### config.mk
export PLATFORM = sky130hd
export DESIGN_NAME = mailbox_and_fifo_interface
export DESIGN_NICKNAME = d
export VERILOG_FILES = /design/src/rtl/mbfi_pkg.sv /design/src/rtl/mbfi_ram.sv /design/src/rtl/mailbox_and_fifo_interface.sv
export SDC_FILE = /design/constraint.sdc
export NUM_CORES = 2
export LEC_CHECK = 0
export BUFFER_PORTS_ARGS = -buffer_cell sky130_fd_sc_hd__buf_2
export CORE_MARGIN = 8
export CORE_UTILIZATION = 45
export DETAILED_ROUTE_END_ITERATION = 6
export SYNTH_ARGS = -nofsm -noshare
export SYNTH_HDL_FRONTEND = slang
export SYNTH_SLANG_ARGS = --single-unit
### constraint.sdc
create_clock -name clk -period 24.5 [get_ports clk]
set_clock_uncertainty 0.1 [all_clocks]
set_input_delay 4.9 -clock clk [delete_from_list [all_inputs] [get_ports clk]]
set_output_delay 4.9 -clock clk [all_outputs]
set_load 0.05 [all_outputs]
### src/rtl/mbfi_pkg.sv
// Package for the mailbox and FIFO interface: access, target and status codes
// and the control word constants. No dependencies.
`timescale 1ns / 1ps

package mbfi_pkg;

  // access kinds
  localparam logic [1:0] ACT_READ  = 2'd0;
  localparam logic [1:0] ACT_WRITE = 2'd1;
  localparam logic [1:0] ACT_SET   = 2'd2;
  localparam logic [1:0] ACT_CLR   = 2'd3;

  // access targets
  localparam logic [3:0] TGT_CTRL_EE  = 4'd0;
  localparam logic [3:0] TGT_CTRL_IOP = 4'd1;
  localparam logic [3:0] TGT_BD6      = 4'd2;
  localparam logic [3:0] TGT_MS_MBOX  = 4'd3;
  localparam logic [3:0] TGT_SM_MBOX  = 4'd4;
  localparam logic [3:0] TGT_MS_FLAGS = 4'd5;
  localparam logic [3:0] TGT_SM_FLAGS = 4'd6;
  localparam logic [3:0] TGT_FIFO0    = 4'd7;
  localparam logic [3:0] TGT_FIFO1    = 4'd8;
  localparam logic [3:0] TGT_LEVEL0   = 4'd9;
  localparam logic [3:0] TGT_LEVEL1   = 4'd10;

  // result status
  localparam logic [1:0] ST_OK    = 2'd0;
  localparam logic [1:0] ST_EMPTY = 2'd1;
  localparam logic [1:0] ST_FULL  = 2'd2;
  localparam logic [1:0] ST_BAD   = 2'd3;

  // control word bits
  localparam logic [31:0] EE_CTRL_MASK  = 32'h0000_0100;
  localparam logic [31:0] IOP_TOGGLE    = 32'h0000_00F0;
  localparam logic [31:0] IOP_REINIT    = 32'h0000_00A0;
  localparam logic [31:0] IOP_CLR_FIELD = 32'h0000_F000;
  localparam logic [31:0] IOP_SET_FIELD = 32'h0000_2000;

endpackage

### src/rtl/mbfi_ram.sv
// Generic simple dual-port RAM: one write port, one read port with registered
// read data and read enable. No dependencies.
`timescale 1ns / 1ps

module mbfi_ram #(
  parameter int WIDTH = 32,
  parameter int DEPTH = 32,
  localparam int AW = (DEPTH > 1) ? $clog2(DEPTH) : 1
) (
  input  logic             clk,
  input  logic             we,
  input  logic [AW-1:0]    waddr,
  input  logic [WIDTH-1:0] wdata,
  input  logic             re,
  input  logic [AW-1:0]    raddr,
  output logic [WIDTH-1:0] rdata
);

  logic [WIDTH-1:0] mem [DEPTH];

  always_ff @(posedge clk) begin
    if (we) begin
      mem[waddr] <= wdata;
    end
    if (re) begin
      rdata <= mem[raddr];
    end
  end

endmodule

### src/rtl/mailbox_and_fifo_interface.sv
// The state update, FIFO RAM read and pending entry are registered when an item is
// accepted; the result register loads the pending entry once the output is free.
// Throughput: one item per cycle while the output drains, bound by the single read
// port of each FIFO RAM. One more item is taken while a result waits at the output.
// Reset (synchronous): state and valid registers zero, both FIFOs empty; RAM contents
// are left as is, as only pushed words are ever read; there is no clearing pass.
`timescale 1ns / 1ps

module mailbox_and_fifo_interface
  import mbfi_pkg::*;
#(
  parameter int FIFO0_DEPTH = 32,
  parameter int FIFO1_DEPTH = 32
) (
  input  logic        clk,
  input  logic        rst,
  input  logic        in_valid,
  output logic        in_ready,
  input  logic [1:0]  action,
  input  logic [3:0]  target,
  input  logic [31:0] data_word,
  input  logic [63:0] quad_low,
  input  logic [63:0] quad_high,
  output logic        out_valid,
  input  logic        out_ready,
  output logic [31:0] read_data,
  output logic [1:0]  status
);

  localparam int AW0 = (FIFO0_DEPTH > 1) ? $clog2(FIFO0_DEPTH) : 1;
  localparam int CW0 = $clog2(FIFO0_DEPTH + 1);
  // fifo1 is split over four banks so a 128-bit push writes one word per bank
  localparam int ROWS1 = (FIFO1_DEPTH + 3) / 4;
  localparam int RW1 = (ROWS1 > 1) ? $clog2(ROWS1) : 1;
  localparam int CW1 = $clog2(FIFO1_DEPTH + 1);

  localparam logic [AW0-1:0] LAST0     = AW0'(FIFO0_DEPTH - 1);
  localparam logic [CW0-1:0] FULL0     = CW0'(FIFO0_DEPTH);
  localparam logic [RW1-1:0] LAST_ROW1 = RW1'(ROWS1 - 1);
  localparam logic [CW1-1:0] FULL1     = CW1'(FIFO1_DEPTH);
  localparam logic [CW1-1:0] ROOM1     = CW1'(FIFO1_DEPTH - 4);

  typedef enum logic [1:0] {SRC_VALUE, SRC_FIFO0, SRC_FIFO1} src_t;

  typedef struct packed {
    src_t        src;
    logic [1:0]  bank;
    logic [31:0] value;
    logic [1:0]  status;
  } pend_t;

  logic [31:0] control_word, control_word_next;
  logic [31:0] bd6_word, bd6_word_next;
  logic [31:0] ms_mailbox, ms_mailbox_next;
  logic [31:0] sm_mailbox, sm_mailbox_next;
  logic [31:0] ms_flags, ms_flags_next;
  logic [31:0] sm_flags, sm_flags_next;

  logic [AW0-1:0] head0, head0_next, tail0, tail0_next;
  logic [CW0-1:0] count0, count0_next;
  logic [RW1-1:0] head1_row, head1_row_next, tail1_row, tail1_row_next;
  logic [1:0]     head1_bank, head1_bank_next, tail1_bank;
  logic [CW1-1:0] count1, count1_next;

  logic        in_accept;
  logic        pend_valid, pend_move;
  pend_t       pend, pend_next;
  logic [31:0] pend_data;

  logic        ram0_we, ram0_re;
  logic [31:0] ram0_q;
  logic        ram1_we, ram1_re;
  logic [RW1-1:0] bank_waddr [4];
  logic [31:0]    bank_wdata [4];
  logic [31:0]    bank_q [4];

  logic [31:0]  iop_tmp, iop_mask;
  logic [127:0] quad;
  logic [1:0]   word_sel;

  function automatic logic [AW0-1:0] inc0(input logic [AW0-1:0] p);
    inc0 = (p == LAST0) ? '0 : p + 1'b1;
  endfunction

  function automatic logic [RW1-1:0] inc_row1(input logic [RW1-1:0] r);
    inc_row1 = (r == LAST_ROW1) ? '0 : r + 1'b1;
  endfunction

  assign pend_move = pend_valid && (!out_valid || out_ready);
  assign in_ready  = !pend_valid || pend_move;
  assign in_accept = in_valid && in_ready;
  assign quad      = {quad_high, quad_low};

  always_comb begin
    control_word_next = control_word;
    bd6_word_next     = bd6_word;
    ms_mailbox_next   = ms_mailbox;
    sm_mailbox_next   = sm_mailbox;
    ms_flags_next     = ms_flags;
    sm_flags_next     = sm_flags;
    head0_next        = head0;
    tail0_next        = tail0;
    count0_next       = count0;
    head1_row_next    = head1_row;
    head1_bank_next   = head1_bank;
    tail1_row_next    = tail1_row;
    count1_next       = count1;
    ram0_we           = 1'b0;
    ram0_re           = 1'b0;
    ram1_we           = 1'b0;
    ram1_re           = 1'b0;
    pend_next.src     = SRC_VALUE;
    pend_next.bank    = head1_bank;
    pend_next.value   = '0;
    pend_next.status  = ST_OK;

    // IOP write: optional upper-field reinit; masked bits cleared if any set, else set
    iop_mask = data_word & IOP_TOGGLE;
    iop_tmp  = control_word;
    if ((data_word & IOP_REINIT) != '0) begin
      iop_tmp = (iop_tmp & ~IOP_CLR_FIELD) | IOP_SET_FIELD;
    end
    iop_tmp = ((iop_tmp & iop_mask) != '0) ? (iop_tmp & ~iop_mask) : (iop_tmp | iop_mask);

    case (target)
      TGT_CTRL_EE, TGT_CTRL_IOP: begin
        if (action == ACT_READ) begin
          pend_next.value = control_word;
        end else if (action == ACT_WRITE) begin
          if (target == TGT_CTRL_EE) begin
            control_word_next = (control_word & ~EE_CTRL_MASK) | (data_word & EE_CTRL_MASK);
          end else begin
            control_word_next = iop_tmp;
          end
        end else begin
          pend_next.status = ST_BAD;
        end
      end
      TGT_BD6, TGT_MS_MBOX, TGT_SM_MBOX: begin
        if (action == ACT_READ) begin
          pend_next.value = (target == TGT_BD6) ? bd6_word :
                            (target == TGT_MS_MBOX) ? ms_mailbox : sm_mailbox;
        end else if (action == ACT_WRITE) begin
          if (target == TGT_BD6) bd6_word_next = data_word;
          else if (target == TGT_MS_MBOX) ms_mailbox_next = data_word;
          else sm_mailbox_next = data_word;
        end else begin
          pend_next.status = ST_BAD;
        end
      end
      TGT_MS_FLAGS: begin
        case (action)
          ACT_READ:  pend_next.value = ms_flags;
          ACT_SET:   ms_flags_next = ms_flags | data_word;
          ACT_CLR:   ms_flags_next = ms_flags & ~data_word;
          default:   pend_next.status = ST_BAD;
        endcase
      end
      TGT_SM_FLAGS: begin
        case (action)
          ACT_READ:  pend_next.value = sm_flags;
          ACT_SET:   sm_flags_next = sm_flags | data_word;
          ACT_CLR:   sm_flags_next = sm_flags & ~data_word;
          default:   pend_next.status = ST_BAD;
        endcase
      end
      TGT_FIFO0: begin
        if (action == ACT_READ) begin
          if (count0 == '0) begin
            pend_next.status = ST_EMPTY;
          end else begin
            ram0_re       = in_accept;
            pend_next.src = SRC_FIFO0;
            head0_next    = inc0(head0);
            count0_next   = count0 - 1'b1;
          end
        end else if (action == ACT_WRITE) begin
          if (count0 == FULL0) begin
            pend_next.status = ST_FULL;
          end else begin
            ram0_we     = in_accept;
            tail0_next  = inc0(tail0);
            count0_next = count0 + 1'b1;
          end
        end else begin
          pend_next.status = ST_BAD;
        end
      end
      TGT_FIFO1: begin
        if (action == ACT_READ) begin
          if (count1 == '0) begin
            pend_next.status = ST_EMPTY;
          end else begin
            ram1_re         = in_accept;
            pend_next.src   = SRC_FIFO1;
            head1_bank_next = head1_bank + 1'b1;
            if (head1_bank == 2'd3) head1_row_next = inc_row1(head1_row);
            count1_next     = count1 - 1'b1;
          end
        end else if (action == ACT_WRITE) begin
          if (count1 > ROOM1) begin
            pend_next.status = ST_FULL;
          end else begin
            // four words advance the tail by one full row, bank unchanged
            ram1_we        = in_accept;
            tail1_row_next = inc_row1(tail1_row);
            count1_next    = count1 + CW1'(4);
          end
        end else begin
          pend_next.status = ST_BAD;
        end
      end
      TGT_LEVEL0, TGT_LEVEL1: begin
        if (action == ACT_READ) begin
          pend_next.value = (target == TGT_LEVEL0) ? 32'(count0) : 32'(count1);
        end else begin
          pend_next.status = ST_BAD;
        end
      end
      default: pend_next.status = ST_BAD;
    endcase

    // bank j takes word (j - tail bank); banks below the tail bank land on the next row
    for (int j = 0; j < 4; j++) begin
      word_sel      = 2'(j) - tail1_bank;
      bank_wdata[j] = quad[32*word_sel +: 32];
      bank_waddr[j] = (2'(j) < tail1_bank) ? inc_row1(tail1_row) : tail1_row;
    end
  end

  mbfi_ram #(.WIDTH(32), .DEPTH(FIFO0_DEPTH)) u_fifo0_ram (
    .clk   (clk),
    .we    (ram0_we),
    .waddr (tail0),
    .wdata (data_word),
    .re    (ram0_re),
    .raddr (head0),
    .rdata (ram0_q)
  );

  for (genvar b = 0; b < 4; b++) begin : g_fifo1_bank
    mbfi_ram #(.WIDTH(32), .DEPTH(ROWS1)) u_fifo1_ram (
      .clk   (clk),
      .we    (ram1_we),
      .waddr (bank_waddr[b]),
      .wdata (bank_wdata[b]),
      .re    (ram1_re),
      .raddr (head1_row),
      .rdata (bank_q[b])
    );
  end

  always_comb begin
    case (pend.src)
      SRC_FIFO0: pend_data = ram0_q;
      SRC_FIFO1: pend_data = bank_q[pend.bank];
      default:   pend_data = pend.value;
    endcase
  end

  always_ff @(posedge clk) begin
    if (rst) begin
      control_word <= '0;
      bd6_word     <= '0;
      ms_mailbox   <= '0;
      sm_mailbox   <= '0;
      ms_flags     <= '0;
      sm_flags     <= '0;
      head0        <= '0;
      tail0        <= '0;
      count0       <= '0;
      head1_row    <= '0;
      head1_bank   <= '0;
      tail1_row    <= '0;
      tail1_bank   <= '0;
      count1       <= '0;
      pend_valid   <= 1'b0;
      out_valid    <= 1'b0;
    end else begin
      if (in_accept) begin
        control_word <= control_word_next;
        bd6_word     <= bd6_word_next;
        ms_mailbox   <= ms_mailbox_next;
        sm_mailbox   <= sm_mailbox_next;
        ms_flags     <= ms_flags_next;
        sm_flags     <= sm_flags_next;
        head0        <= head0_next;
        tail0        <= tail0_next;
        count0       <= count0_next;
        head1_row    <= head1_row_next;
        head1_bank   <= head1_bank_next;
        tail1_row    <= tail1_row_next;
        count1       <= count1_next;
        pend_valid   <= 1'b1;
      end else if (pend_move) begin
        pend_valid <= 1'b0;
      end
      if (pend_move) begin
        out_valid <= 1'b1;
      end else if (out_ready) begin
        out_valid <= 1'b0;
      end
    end
  end

  always_ff @(posedge clk) begin
    if (in_accept) begin
      pend <= pend_next;
    end
    if (pend_move) begin
      read_data <= pend_data;
      status    <= pend.status;
    end
  end

  a_fifo0_bound: assert property (@(posedge clk) disable iff (rst)
    count0 <= FULL0)
    else $error("fifo0 count above depth");

  a_fifo1_bound: assert property (@(posedge clk) disable iff (rst)
    count1 <= FULL1)
    else $error("fifo1 count above depth");

  a_pop_nonempty: assert property (@(posedge clk) disable iff (rst)
    (ram0_re |-> count0 != '0) and (ram1_re |-> count1 != '0))
    else $error("FIFO read issued while empty");

  a_no_stall_when_drained: assert property (@(posedge clk) disable iff (rst)
    !out_valid |-> in_ready)
    else $error("input stalled with empty output");

endmodule
==> results.cfg <==
[detailed_routing]
vias = 47500
drt_wl_total_um = 239000
vias_per_cell = 5.80
post_drt_wl_per_cell_um = 29.2
antenna_left = 0
firstDrtPassIters = 6
drtIter0Drc = 4691
drc = 0

[sta]
tightestPinTransition_ns = 1.24
fin_crit_ns = 10.52
tns_ns = 0
worst_slack_ns = 13.98
post-route-period-util_pct = 42.9
relSlewSlack_pct = 17.4
max_clock_freq_mhz = 95.1
finalHoldViolCount = 0
slew_viol_final = 0
finalSetupViolCount = 0
rsz0062_at_grt = false

[worst_setup_path]
crit_start = out_ready
cp_num_cells = 3
end_kind = primary output
arrival_ns = 5.52
crit_top_cell = buf_2
r2r_end = g_fifo1_bank[1].u_fifo1_ram.mem[2][8]
cp-start-kind = input port
cp_top_family = buffers and inverters
crit_fanout = 6
max_stage_delay_ns = 0.27
critPathKind = in2out
r2r_slack_ns = 19.73
r2r.worst_path.cells = 7
crit_chain = buf_2 -> nand3b_1 -> buf_2
cpMaxStageDelayCell = buf_2
crit_buf_inv = 2
required_ns = 19.50
cp-endpoint = in_ready
reg2reg_from = out_valid

[clock_network]
ctsHoldBuffers = 0
clkTransAtPathRegs_ns = 0.06
htree_levels = 5
clockBufferDepth = 4
cts_num_sinks = 2478
numCtsBuffers = 274
postCtsSetupRepairBufs = 0
cts_resized = 0
cts_tree = built
cts-root-buf = clkbuf_16
insertion_delay_ns = 0.89

[synthesis]
synth_xor_area_share_pct = 0.0553
synth.ff_latch_count = 2478
yosysWarnings = 0
synth_edf_count = 2280
synth_cell_types = 71
yosys.area_share.adder_pct = 0.324
synth_seq_area_share_pct = 76.2
synth_compound_area_share_pct = 4.71
syn_area_um2 = 95100
netlist_instances = 4903
syn_area_per_cell_um2 = 19.4
synth_top_family_by_area = multiplexers
synthMuxAreaShare_pct = 14.9
yosys.area_share.simple_pct = 2.48
async_flop_share_pct = 0
synth-main-ff-cell = edfxtp_1
syn_nets = 5097

[layout]
fill_cells = 16800
final_util_pct = 51.3
drive_gt1_share_pct = 23.7
multi_input_area_um2 = 21800
syn_to_final_growth_pct = 13.2
layout_common_cells = 2,280 x edfxtp_1, 416 x mux4_2, 338 x nand2_1
layout_commonest_cell = edfxtp_1
seq_area_um2 = 72400
nNetsFinal = 5358

[floorplanning]
core_um2 = 210000
initial_utilization_pct = 45.3
io_pins = 206
die_w_um = 476
die-area_um2 = 226000
rows = 168
die_y_um = 476

[min_path]
worstHoldStart = pend[1]
hold_path_class = reg2reg

[global_routing]
antenna_found_initial = 61
grt_max_degree = 124
grt_pass1_wl_um = 344000
grt.total_usage_pct = 20.8
grt_remaining_overflow = 0
grt_pass1_vias = 48000

[placement]
dp_slack_ns = 13.98
place_congestion = 0.802
hpwl_um = 138000
io_buffers = 205

[outcome]
status = finished, final reports clean

[flow_run]
maxCapViolCount = 0

[power_and_ir_drop]
power_w = 0.00856
peakVddDrop_mv = 0.0760
power_density_nw_per_um2 = 79.5
leakagePower_nw = 32.9
## power by group
group	switching (W)	internal [W]	total [W]
registers	0.00000413	0.00462	0.00462
clock network	0.00157	0.00220	0.00378
logic	0.000129	0.0000283	0.000157
## cell usage after synthesis, drive strengths merged, types with 3 or more instances
library cell	count	area [µm²]
a21oi	245	1230
a31oi	37	231
dfxtp	198	3960
nand3b	21	158
o21ai	52	260
edfxtp	2280	68500
nor2	64	243
a311oi	64	561
mux4	416	9370
buf	108	522
mux2i	330	3300
or4b	3	33.8
nor3	35	185
a32o	3	30.0
a222oi	8	80.1
a22oi	106	796
a21o	15	113
nor2b	8	50.1
inv	18	67.6
and2	8	50.1
nand2b	8	50.1
o311ai	3	33.8
nand2	340	1280
xnor2	6	52.6
nor4	5	31.3
mux2	132	1490
a31o	16	140
a211oi	5	42.5
nand3	7	35.0
clkbuf	191	717
or3b	3	26.3
and3	13	81.3
o21a	3	22.5
a22o	51	447
or3	9	56.3
ha	23	288
o221ai	46	403
## final cells by class
type,instances,share of cell area [%]
antenna,26,0.0604
inverter,19,0.0686
clock inverter,100,0.659
clock buffer,359,6.86
sequential,2478,67.3
multi-input combinational,2107,20.2
timing repair buffer,284,1.57
tap,2805,3.26
## per-stage QoR
stage / std cells / area [µm²] / hold WS [ns]
global placement: 7693 / 99500 / 0.313
CTS: 8152 / 108000 / 0.320
global route: 8158 / 108000 / 0.337
finish: 8178 / 108000 / 0.322
detailed placement: 7693 / 99500 / 0.306
floorplan: 4903 / 95100 / 0.300
## flip-flops by register name, indices dropped and copies added, names as in the netlist, 2 cells and up
register / count
control_word: 6
g_fifo1_bank.u_fifo1_ram.rdata: 128
count0: 6
head1_bank: 2
status: 2
sm_flags: 32
bd6_word: 32
read_data: 32
head0: 5
g_fifo1_bank.u_fifo1_ram.mem: 1024
pend: 38
tail1_row: 3
u_fifo0_ram.mem: 1024
ms_flags: 32
sm_mailbox: 32
ms_mailbox: 32
u_fifo0_ram.rdata: 32
head1_row: 3
tail0: 5
count1: 6
## kinds of logic (layout without fill, tap and decap cells)
group | count (synthesis) | after routing
other cells | 0 | 26
compound gates | 665 | 665
xor+xnor | 6 | 6
flops | 2478 | 2478
buf+inv | 318 | 762
simple gates | 534 | 534
fa+ha+maj | 24 | 24
mux | 878 | 878
## layer usage
| metal | vias to the layer above | wire length (µm) | global-route usage [%] |
|---|---|---|---|
| met5 | - | 228 | 0 |
| met4 | 36 | 8080 | 6.56 |
| met3 | 434 | 14500 | 4.06 |
| met2 | 1512 | 119000 | 34.9 |
| met1 | 24900 | 96700 | 27.6 |
| li1 | 20600 | - | - |
## worst min path at each step
stage	end	slack, ns	cells after the start
CTS	status[1]	0.32	0
global route	status[0]	0.34	0
detailed placement	status[1]	0.31	0
floorplan	status[0]	0.30	0
finish	status[1]	0.32	0
global placement	status[1]	0.31	0
No activity file was read; power rests on OpenSTA's default activity.
